[config.mk]
export PLATFORM = sky130hd
export DESIGN_NAME = motor_power_burnout_limiter_flat
export DESIGN_NICKNAME = d
export VERILOG_FILES = /design/src/rtl/mpbl_pkg.sv /design/src/rtl/mpbl_if.sv /design/src/rtl/motor_power_burnout_limiter.sv /design/src/rtl/mpbl_cfg_regs.sv /design/src/rtl/mpbl_limit.sv /design/src/rtl/mpbl_avg.sv /design/src/rtl/mpbl_pwm.sv /design/src/flat_wrapper.sv
export SDC_FILE = /design/constraint.sdc
export NUM_CORES = 2
export LEC_CHECK = 0
export BUFFER_PORTS_ARGS = -buffer_cell sky130_fd_sc_hd__buf_2
export CORE_ASPECT_RATIO = 0.9
export CORE_UTILIZATION = 66
export CTS_CLUSTER_SIZE = 30
export DETAILED_ROUTE_END_ITERATION = 8
export GPL_TIMING_DRIVEN = 0
export PLACE_DENSITY = 0.88
export SKIP_LAST_GASP = 1
export SLEW_MARGIN = 20
export SYNTH_ARGS = -nofsm -noshare
export SYNTH_HDL_FRONTEND = slang
export SYNTH_SLANG_ARGS = --single-unit
[constraint.sdc]
create_clock -name clk -period 20.1 [get_ports clk]
set_input_delay 4.02 -clock clk [delete_from_list [all_inputs] [get_ports clk]]
set_output_delay 4.02 -clock clk [all_outputs]
set_load 0.02 [all_outputs]
[src/rtl/mpbl_pkg.sv]
// ----------------------------------------------------------------------------
// mpbl_pkg
// Shared types and constants for the motor power burnout limiter.
// ----------------------------------------------------------------------------
package mpbl_pkg;

	localparam int NUM_MOTORS_DEF = 4;
	localparam int MOTOR_W        = 2;
	localparam int POWER_W        = 16;
	localparam int SPEED_W        = 31;
	localparam int BASE_W         = 15;
	localparam int GAIN_W         = 31;
	localparam int LIMIT_W        = 15;
	localparam int PWM_W          = 11;
	localparam int CFG_IDX_W      = 4;
	localparam int CFG_DATA_W     = 31;
	localparam int NUM_REG_MOTORS = 4;

	localparam int GAIN_FRAC      = 16;
	localparam int PROD_W         = SPEED_W + GAIN_W;
	localparam int EXTRA_W        = PROD_W - GAIN_FRAC;

	localparam logic [LIMIT_W-1:0] LIMIT_MAX = 15'h7FFF;

	// divide by 41 as multiply by reciprocal, exact for magnitudes below 2^15
	localparam int PWM_STEP       = 41;
	localparam int RECIP_SHIFT    = 21;
	localparam int RECIP_W        = 16;
	localparam logic [RECIP_W-1:0] RECIP =
		RECIP_W'(((1 << RECIP_SHIFT) + PWM_STEP - 1) / PWM_STEP);
	localparam int QUOT_W         = 10;
	localparam logic [QUOT_W-1:0] PWM_CLAMP = 10'd798;

	localparam logic [BASE_W-1:0] BASE_RST_LEFT  = 15'd4096;
	localparam logic [BASE_W-1:0] BASE_RST_RIGHT = 15'd4096;
	localparam logic [BASE_W-1:0] BASE_RST_LIFT  = 15'd2048;
	localparam logic [BASE_W-1:0] BASE_RST_HEAD  = 15'd4096;
	localparam logic [GAIN_W-1:0] GAIN_RST_LEFT  = 31'd1073741824;
	localparam logic [GAIN_W-1:0] GAIN_RST_RIGHT = 31'd1073741824;
	localparam logic [GAIN_W-1:0] GAIN_RST_LIFT  = 31'd1073741824;
	localparam logic [GAIN_W-1:0] GAIN_RST_HEAD  = 31'd536870912;

	typedef enum logic [CFG_IDX_W-1:0] {
		REG_BASE_LEFT  = 4'd0,
		REG_BASE_RIGHT = 4'd1,
		REG_BASE_LIFT  = 4'd2,
		REG_BASE_HEAD  = 4'd3,
		REG_GAIN_LEFT  = 4'd4,
		REG_GAIN_RIGHT = 4'd5,
		REG_GAIN_LIFT  = 4'd6,
		REG_GAIN_HEAD  = 4'd7
	} reg_idx_t;

	typedef logic [BASE_W-1:0] base_arr_t [NUM_REG_MOTORS];
	typedef logic [GAIN_W-1:0] gain_arr_t [NUM_REG_MOTORS];

	typedef struct packed {
		logic [MOTOR_W-1:0]        sel;
		logic signed [POWER_W-1:0] power;
		logic                      charger;
		logic [SPEED_W-1:0]        speed;
	} req_t;

	typedef struct packed {
		logic [MOTOR_W-1:0]        sel;
		logic signed [POWER_W-1:0] power;
		logic [LIMIT_W-1:0]        inst;
	} lim_t;

	typedef struct packed {
		logic               ok;
		logic               neg;
		logic [LIMIT_W-1:0] mag;
		logic [LIMIT_W-1:0] cap;
	} lvl_t;

endpackage

[src/rtl/mpbl_if.sv]
// ----------------------------------------------------------------------------
// mpbl_if
// Request, result and register write channels of the burnout limiter.
// ----------------------------------------------------------------------------
interface mpbl_req_if;
	logic                                valid;
	logic                                ready;
	logic [mpbl_pkg::MOTOR_W-1:0]        motor_sel;
	logic signed [mpbl_pkg::POWER_W-1:0] power_request;
	logic                                on_charger;
	logic [mpbl_pkg::SPEED_W-1:0]        speed_mag;

	modport source (output valid, motor_sel, power_request, on_charger, speed_mag,
		input ready);
	modport sink (input valid, motor_sel, power_request, on_charger, speed_mag,
		output ready);
endinterface

interface mpbl_res_if;
	logic                              valid;
	logic                              ready;
	logic signed [mpbl_pkg::PWM_W-1:0] pwm_level;
	logic [mpbl_pkg::LIMIT_W-1:0]      power_cap;

	modport source (output valid, pwm_level, power_cap, input ready);
	modport sink (input valid, pwm_level, power_cap, output ready);
endinterface

interface mpbl_cfg_if;
	logic                            valid;
	logic                            ready;
	logic [mpbl_pkg::CFG_IDX_W-1:0]  index;
	logic [mpbl_pkg::CFG_DATA_W-1:0] data;

	modport source (output valid, index, data, input ready);
	modport sink (input valid, index, data, output ready);
endinterface

[src/rtl/motor_power_burnout_limiter.sv]
// ----------------------------------------------------------------------------
// motor_power_burnout_limiter
// Limits per-motor drive power with a running-average burnout cap.
// ----------------------------------------------------------------------------
// req carries one request beat per motor update: motor number, signed power,
// charger flag and speed magnitude. res returns one beat per request with the
// signed pwm level and the averaged cap now in force for that motor. cfg
// writes the base limits (index 0..3) and speed gains (index 4..7); other
// indexes are dropped. cfg is always ready; write only while no request is in
// flight.
// The path is four register stages: input, speed product and saturation,
// average update with request clamp, divide and clamp into the result
// register. One beat is taken every cycle while res accepts results; the
// average state is read and written in one stage, so back-to-back beats to
// the same motor see each other's update.
// When res stalls, each stage still fills its empty slot, so up to four
// beats are held before req.ready drops.
// Reset clears stage valids and averages to zero and loads register defaults.
// ----------------------------------------------------------------------------
module motor_power_burnout_limiter #(
	parameter int NUM_MOTORS = mpbl_pkg::NUM_MOTORS_DEF
) (
	input  logic      clk,
	input  logic      arst_n,
	mpbl_req_if.sink  req,
	mpbl_res_if.source res,
	mpbl_cfg_if.sink  cfg
);

	mpbl_pkg::base_arr_t base;
	mpbl_pkg::gain_arr_t gain;
	mpbl_pkg::req_t      req_s1;
	mpbl_pkg::lim_t      lim_s2;
	mpbl_pkg::lvl_t      lvl_s3;

	logic v_s1, v_s2, v_s3, v_s4;
	logic free1, free2, free3, free4;
	logic ld1, ld2, ld3, ld4;

	always_comb begin
		free4 = !v_s4 || res.ready;
		ld4   = v_s3 && free4;
		free3 = !v_s3 || ld4;
		ld3   = v_s2 && free3;
		free2 = !v_s2 || ld3;
		ld2   = v_s1 && free2;
		free1 = !v_s1 || ld2;
		ld1   = req.valid && free1;
	end

	assign req.ready = free1;
	assign res.valid = v_s4;

	always_ff @(posedge clk or negedge arst_n) begin
		if (!arst_n) begin
			v_s1 <= 1'b0;
			v_s2 <= 1'b0;
			v_s3 <= 1'b0;
			v_s4 <= 1'b0;
		end else begin
			if (free1) v_s1 <= req.valid;
			if (free2) v_s2 <= v_s1;
			if (free3) v_s3 <= v_s2;
			if (free4) v_s4 <= v_s3;
		end
	end

	always_ff @(posedge clk) begin
		if (ld1) begin
			req_s1.sel     <= req.motor_sel;
			req_s1.power   <= req.power_request;
			req_s1.charger <= req.on_charger;
			req_s1.speed   <= req.speed_mag;
		end
	end

	mpbl_cfg_regs u_cfg_regs (
		.clk    (clk),
		.arst_n (arst_n),
		.cfg    (cfg),
		.base   (base),
		.gain   (gain)
	);

	mpbl_limit u_limit (
		.clk    (clk),
		.ld     (ld2),
		.req_s1 (req_s1),
		.base   (base),
		.gain   (gain),
		.lim_s2 (lim_s2)
	);

	mpbl_avg #(
		.NUM_MOTORS (NUM_MOTORS)
	) u_avg (
		.clk    (clk),
		.arst_n (arst_n),
		.ld     (ld3),
		.lim_s2 (lim_s2),
		.lvl_s3 (lvl_s3)
	);

	mpbl_pwm u_pwm (
		.clk          (clk),
		.ld           (ld4),
		.lvl_s3       (lvl_s3),
		.pwm_level_s4 (res.pwm_level),
		.power_cap_s4 (res.power_cap)
	);

endmodule

[src/rtl/mpbl_cfg_regs.sv]
// ----------------------------------------------------------------------------
// mpbl_cfg_regs
// Per-motor base limit and speed gain registers.
// ----------------------------------------------------------------------------
module mpbl_cfg_regs (
	input  logic                 clk,
	input  logic                 arst_n,
	mpbl_cfg_if.sink             cfg,
	output mpbl_pkg::base_arr_t  base,
	output mpbl_pkg::gain_arr_t  gain
);

	mpbl_pkg::base_arr_t base_q;
	mpbl_pkg::gain_arr_t gain_q;
	logic                wr;
	logic [mpbl_pkg::BASE_W-1:0] wdata_base;

	assign cfg.ready  = 1'b1;
	assign wr         = cfg.valid & cfg.ready;
	assign wdata_base = cfg.data[mpbl_pkg::BASE_W-1:0];

	always_ff @(posedge clk or negedge arst_n) begin
		if (!arst_n) begin
			base_q[0] <= mpbl_pkg::BASE_RST_LEFT;
			base_q[1] <= mpbl_pkg::BASE_RST_RIGHT;
			base_q[2] <= mpbl_pkg::BASE_RST_LIFT;
			base_q[3] <= mpbl_pkg::BASE_RST_HEAD;
			gain_q[0] <= mpbl_pkg::GAIN_RST_LEFT;
			gain_q[1] <= mpbl_pkg::GAIN_RST_RIGHT;
			gain_q[2] <= mpbl_pkg::GAIN_RST_LIFT;
			gain_q[3] <= mpbl_pkg::GAIN_RST_HEAD;
		end else if (wr) begin
			case (cfg.index)
				mpbl_pkg::REG_BASE_LEFT:  base_q[0] <= wdata_base;
				mpbl_pkg::REG_BASE_RIGHT: base_q[1] <= wdata_base;
				mpbl_pkg::REG_BASE_LIFT:  base_q[2] <= wdata_base;
				mpbl_pkg::REG_BASE_HEAD:  base_q[3] <= wdata_base;
				mpbl_pkg::REG_GAIN_LEFT:  gain_q[0] <= cfg.data;
				mpbl_pkg::REG_GAIN_RIGHT: gain_q[1] <= cfg.data;
				mpbl_pkg::REG_GAIN_LIFT:  gain_q[2] <= cfg.data;
				mpbl_pkg::REG_GAIN_HEAD:  gain_q[3] <= cfg.data;
				default: ;
			endcase
		end
	end

	assign base = base_q;
	assign gain = gain_q;

endmodule

[src/rtl/mpbl_limit.sv]
// ----------------------------------------------------------------------------
// mpbl_limit
// Instantaneous limit: base plus scaled speed on the charger, saturated.
// ----------------------------------------------------------------------------
module mpbl_limit (
	input  logic                clk,
	input  logic                ld,
	input  mpbl_pkg::req_t      req_s1,
	input  mpbl_pkg::base_arr_t base,
	input  mpbl_pkg::gain_arr_t gain,
	output mpbl_pkg::lim_t      lim_s2
);

	logic [mpbl_pkg::PROD_W-1:0]  prod;
	logic [mpbl_pkg::EXTRA_W-1:0] extra;
	logic [mpbl_pkg::BASE_W:0]    sum;
	logic                         sat;
	logic [mpbl_pkg::LIMIT_W-1:0] inst;
	mpbl_pkg::lim_t               lim_s2_r;

	always_comb begin
		prod  = mpbl_pkg::PROD_W'(req_s1.speed) * mpbl_pkg::PROD_W'(gain[req_s1.sel]);
		extra = prod[mpbl_pkg::PROD_W-1:mpbl_pkg::GAIN_FRAC];
		sum   = {1'b0, base[req_s1.sel]} + {1'b0, extra[mpbl_pkg::LIMIT_W-1:0]};
		sat   = (|extra[mpbl_pkg::EXTRA_W-1:mpbl_pkg::LIMIT_W]) | sum[mpbl_pkg::BASE_W];
		if (!req_s1.charger || sat) begin
			inst = mpbl_pkg::LIMIT_MAX;
		end else begin
			inst = sum[mpbl_pkg::LIMIT_W-1:0];
		end
	end

	always_ff @(posedge clk) begin
		if (ld) begin
			lim_s2_r.sel   <= req_s1.sel;
			lim_s2_r.power <= req_s1.power;
			lim_s2_r.inst  <= inst;
		end
	end

	assign lim_s2 = lim_s2_r;

endmodule

[src/rtl/mpbl_avg.sv]
// ----------------------------------------------------------------------------
// mpbl_avg
// Per-motor averaged limit and clamp of the request to that limit.
// ----------------------------------------------------------------------------
module mpbl_avg #(
	parameter int NUM_MOTORS = mpbl_pkg::NUM_MOTORS_DEF
) (
	input  logic           clk,
	input  logic           arst_n,
	input  logic           ld,
	input  mpbl_pkg::lim_t lim_s2,
	output mpbl_pkg::lvl_t lvl_s3
);

	localparam int IDX_W = (NUM_MOTORS > 1) ? $clog2(NUM_MOTORS) : 1;
	localparam int SUM_W = mpbl_pkg::LIMIT_W + 4;

	logic [mpbl_pkg::LIMIT_W-1:0] avg_q [NUM_MOTORS];
	logic [IDX_W-1:0]             idx;
	logic                         ok;
	logic [mpbl_pkg::LIMIT_W-1:0] avg;
	logic [SUM_W-1:0]             sum;
	logic [mpbl_pkg::LIMIT_W-1:0] cap;
	logic                         neg;
	logic [mpbl_pkg::POWER_W:0]   pmag;
	logic [mpbl_pkg::LIMIT_W-1:0] mag;
	mpbl_pkg::lvl_t               lvl_s3_r;

	always_comb begin
		idx  = IDX_W'(lim_s2.sel);
		ok   = int'(lim_s2.sel) < NUM_MOTORS;
		avg  = ok ? avg_q[idx] : '0;
		// (inst + 15*avg) / 16
		sum  = SUM_W'(lim_s2.inst) + {avg, 4'b0000} - SUM_W'(avg);
		cap  = sum[SUM_W-1:4];
		neg  = lim_s2.power[mpbl_pkg::POWER_W-1];
		pmag = neg ? (~{1'b1, lim_s2.power} + 17'd1) : {1'b0, lim_s2.power};
		mag  = (pmag > {2'b00, cap}) ? cap : pmag[mpbl_pkg::LIMIT_W-1:0];
	end

	always_ff @(posedge clk or negedge arst_n) begin
		if (!arst_n) begin
			for (int i = 0; i < NUM_MOTORS; i++) begin
				avg_q[i] <= '0;
			end
		end else if (ld && ok) begin
			avg_q[idx] <= cap;
		end
	end

	always_ff @(posedge clk) begin
		if (ld) begin
			lvl_s3_r.ok  <= ok;
			lvl_s3_r.neg <= neg;
			lvl_s3_r.mag <= mag;
			lvl_s3_r.cap <= cap;
		end
	end

	assign lvl_s3 = lvl_s3_r;

endmodule

[src/rtl/mpbl_pwm.sv]
// ----------------------------------------------------------------------------
// mpbl_pwm
// Scale the clamped level to the pwm range and hold the result beat.
// ----------------------------------------------------------------------------
module mpbl_pwm (
	input  logic                              clk,
	input  logic                              ld,
	input  mpbl_pkg::lvl_t                    lvl_s3,
	output logic signed [mpbl_pkg::PWM_W-1:0] pwm_level_s4,
	output logic [mpbl_pkg::LIMIT_W-1:0]      power_cap_s4
);

	localparam int MP_W = mpbl_pkg::LIMIT_W + mpbl_pkg::RECIP_W;

	logic [MP_W-1:0]                 mp;
	logic [mpbl_pkg::QUOT_W-1:0]     quot;
	logic [mpbl_pkg::QUOT_W-1:0]     qc;
	logic [mpbl_pkg::PWM_W-1:0]      qx;
	logic signed [mpbl_pkg::PWM_W-1:0] level;

	always_comb begin
		mp    = MP_W'(lvl_s3.mag) * MP_W'(mpbl_pkg::RECIP);
		quot  = mp[mpbl_pkg::RECIP_SHIFT +: mpbl_pkg::QUOT_W];
		qc    = (quot > mpbl_pkg::PWM_CLAMP) ? mpbl_pkg::PWM_CLAMP : quot;
		qx    = {1'b0, qc};
		level = lvl_s3.neg ? $signed(~qx + 11'd1) : $signed(qx);
	end

	always_ff @(posedge clk) begin
		if (ld) begin
			pwm_level_s4 <= lvl_s3.ok ? level : '0;
			power_cap_s4 <= lvl_s3.ok ? lvl_s3.cap : '0;
		end
	end

endmodule

[src/flat_wrapper.sv]
// flat-port wrapper written by rule: the top's interface ports become plain ports
module motor_power_burnout_limiter_flat 
#(
	parameter int NUM_MOTORS = mpbl_pkg::NUM_MOTORS_DEF
)
  (clk, arst_n, req_valid, req_motor_sel, req_power_request, req_on_charger, req_speed_mag, req_ready, res_valid, res_pwm_level, res_power_cap, res_ready, cfg_valid, cfg_index, cfg_data, cfg_ready);
  mpbl_req_if req_i ();
  mpbl_res_if res_i ();
  mpbl_cfg_if cfg_i ();
  input  logic clk;
  input  logic arst_n;
  input wire logic [$bits(req_i.valid)-1:0] req_valid;
  input wire logic [$bits(req_i.motor_sel)-1:0] req_motor_sel;
  input wire logic [$bits(req_i.power_request)-1:0] req_power_request;
  input wire logic [$bits(req_i.on_charger)-1:0] req_on_charger;
  input wire logic [$bits(req_i.speed_mag)-1:0] req_speed_mag;
  output wire logic [$bits(req_i.ready)-1:0] req_ready;
  output wire logic [$bits(res_i.valid)-1:0] res_valid;
  output wire logic [$bits(res_i.pwm_level)-1:0] res_pwm_level;
  output wire logic [$bits(res_i.power_cap)-1:0] res_power_cap;
  input wire logic [$bits(res_i.ready)-1:0] res_ready;
  input wire logic [$bits(cfg_i.valid)-1:0] cfg_valid;
  input wire logic [$bits(cfg_i.index)-1:0] cfg_index;
  input wire logic [$bits(cfg_i.data)-1:0] cfg_data;
  output wire logic [$bits(cfg_i.ready)-1:0] cfg_ready;
  assign req_i.valid = req_valid;
  assign req_i.motor_sel = req_motor_sel;
  assign req_i.power_request = req_power_request;
  assign req_i.on_charger = req_on_charger;
  assign req_i.speed_mag = req_speed_mag;
  assign req_ready = req_i.ready;
  assign res_valid = res_i.valid;
  assign res_pwm_level = res_i.pwm_level;
  assign res_power_cap = res_i.power_cap;
  assign res_i.ready = res_ready;
  assign cfg_i.valid = cfg_valid;
  assign cfg_i.index = cfg_index;
  assign cfg_i.data = cfg_data;
  assign cfg_ready = cfg_i.ready;
  motor_power_burnout_limiter #(.NUM_MOTORS(NUM_MOTORS)) u_core (.clk(clk), .arst_n(arst_n), .req(req_i), .res(res_i), .cfg(cfg_i));
endmodule
==> impl_metrics.ini <==
[synthesis]
async_flop_share_pct = 63.9
syn_inst = 5084
synth_edf_count = 140
yosysTopAreaCell = fa_1
synth_cell_types = 82
postSynthAreaPerCell_um2 = 10.4
synthesis.nets = 6522
synth-seq-area-share_pct = 19.7
synth-seq-cells = 388
ys_warn_count = 0
synth.top_cell.area_share_pct = 35.1
syn-cell-area_um2 = 53000
ys_top_cells_by_area = fa_1 (35%), dfrtp_1 (11%), ha_1 (9.9%)
dominantRegCellSynth = dfrtp_1

[worst_setup_path]
cpMaxStageDelayCell = clkbuf_1
crit_arrival_ns = 13.19
cp_num_buf_inv = 10
critical_path_class = register to register
path_common_cell = fa_1
crit_family = adder cells
crit_path_max_incr_delay_ns = 0.81
path_max_fanout = 10
endpoint_kind = register
required_ns = 20.42
start_kind = register

[routing]
routed_via_density = 6.26
wire_per_inst_um = 26.2
drt_first_pass_iters = 6
ant_nets = 0
drc = 0
drt-total-wl_um = 166000
drt_iter0_markers = 4108
via_count = 39700

[clock_tree]
cts-root-buf = clkbuf_16
postCtsSetupBuffers = 0
path_clk_slew_ns = 0.07
clock_path_buffers = 3
clk_latency_ns = 0.63
cts.sinks = 388
postCtsHoldBufs = 0
numCtsBuffers = 42
htreeDepth = 2
cts_tree = built
cts.repair.resized = 0

[timing]
setup_tns_ns = 0
fin_crit_sh_pct = 64.0
rsz0062_at_grt = no
period_minus_slack_ns = 12.87
timing.final.hold_violations = 0
max_freq_mhz = 77.7
worst_pin_slew_ns = 1.32
slew_headroom_pct = 12.2
slew_viol_final = 0
skew_ns = 0.0511
finalSetupViolations = 0

[die]
initial_core_util_pct = 66.6
dieHeight_um = 271
coreArea_um2 = 79500
die_x_um = 301
io-pin-count = 119
fp-row-count = 98
die_area_um2 = 81400

[finish]
nets = 6687
area_growth_pct = 6.64
layout-drive-gt1-share_pct = 9.79

[global_route]
grt_use_total_pct = 42.1
overflow = 0
grt_pass1_vias = 42200
antenna_found_initial = 24
grt_start_max_net_pins = 104
grt_pass1_wl_um = 252000

[placement]
gp_congestion = 1.07
io_buffers = 117
hpwl_um = 134000

[worst_hold_path]
hp-class = register to register

[outcome]
status = complete, no violations

[job]
cap_violations = 0
[worst paths after layout]
check,start,endpoint,slack [ns],cells after the start
worst min-delay path,u_core.u_avg.lvl_s3[1]$_DFFE_PP_,u_core.u_pwm.power_cap_s4[1]$_DFFE_PP_,0.42,0
min in group asynchronous,arst_n,u_core.u_cfg_regs.base[30]$_DFFE_PN0P_,3.35,1
max in group asynchronous,arst_n,u_core.u_avg.avg_q[38]$_DFFE_PN0P_,15.86,2
worst min register to register,u_core.u_avg.lvl_s3[1]$_DFFE_PP_,u_core.u_pwm.power_cap_s4[1]$_DFFE_PP_,0.42,0
worst max-delay path,u_core.req_s1[49]$_DFFE_PP_,u_core.u_limit.lim_s2[13]$_SDFFCE_PP1P_,7.23,37
worst max register to register,u_core.req_s1[49]$_DFFE_PP_,u_core.u_limit.lim_s2[13]$_SDFFCE_PP1P_,7.23,37
[per-stage QoR]
step	worst slack, ns	hold slack, ns	cell area (um^2)	utilization, %	instances
2_1_floorplan	9.85	0.400	53000	-	5084
3_3_place_gp	7.64	0.405	54900	69.0	6251
3_5_place_dp	7.56	0.405	55000	69.2	6255
4_1_cts	7.43	0.416	56400	71.0	6333
5_1_grt	6.74	0.425	56500	71.1	6340
6_report	7.23	0.417	56500	71.1	6346
[cells in the final DEF, fill, tap and decap left out, drive strengths merged, types with 29 or more instances in the layout]
cell type  count
o21ai        128
and2         540
inv          903
xnor2         48
mux4          61
fa           929
nand4         36
clkbuf       314
nand3         36
a21oi        105
nand2        593
mux2         204
ha           419
xor2          29
nor2          76
buf          142
dfrtp        240
edfxtp       140
[area by class of cell]
class	instances	area, um^2
diodes	13	32.5
plain buffers	278	1090
clock buffers	57	1180
clock inverters	21	273
fillers	5557	23000
inverters	899	3370
multi-input cells	3519	38100
flip-flops and latches	388	10400
well taps	1050	1310
repair buffers	121	706
[metal layers]
| layer | GRT usage [%] | vias to the layer above | routed length, um |
|---|---|---|---|
| met5 | 0 | - | 79 |
| met4 | 22.0 | 12 | 11000 |
| met3 | 11.9 | 665 | 19800 |
| met2 | 65.1 | 2617 | 75100 |
| met1 | 54.4 | 20100 | 60300 |
| li1 | - | 16300 | - |
[synth_stat cells (8+ instances only)]
cell	number
nor3_1	28
buf_1	13
nor2b_1	15
dfrtp_1	240
o21ai_0	123
nand3b_1	9
mux4_2	61
a21oi_1	103
xnor2_1	48
edfxtp_1	140
nor4_1	12
nor2_1	75
and2_1	539
ha_1	419
nand3_1	26
nand2_1	593
nand3_2	10
o21a_1	28
nor3b_1	9
fa_1	929
a31oi_1	12
o211ai_1	17
or3_1	12
or2_2	11
mux2_2	204
clkbuf_1	256
nand4_1	36
nand2b_1	14
inv_1	899
a21o_1	22
xor2_1	29
o21bai_1	10
dfstp_2	8
a21boi_0	10
[cell families after synthesis]
kind of cell,count (synthesis),synth area share [%]
AND/OR/NAND/NOR,1410,13.6
adder cells (fa/ha/maj),1348,45.0
buffers and inverters,1177,8.42
AO/OA/AOI/OAI,413,5.03
flip-flops,388,19.7
multiplexers,270,7.03
XOR/XNOR,77,1.27
other,1,0.00708
[sequential cells by signal (all words and copies together), names as in the netlist]
signal,flops
u_core.v_s2,1
u_core.u_pwm.power_cap_s4,15
u_core.u_cfg_regs.base,60
u_core.res.valid,1
u_core.v_s3,1
u_core.u_avg.lvl_s3,31
u_core.u_cfg_regs.gain,124
u_core.u_limit.lim_s2,33
u_core.v_s1,1
u_core.u_avg.avg_q,60
u_core.u_pwm.pwm_level_s4,11
u_core.req_s1,50
Power is left out: the tool's default activity adds up to more than one toggle a clock period on the data nets, which glitch-free logic cannot reach.
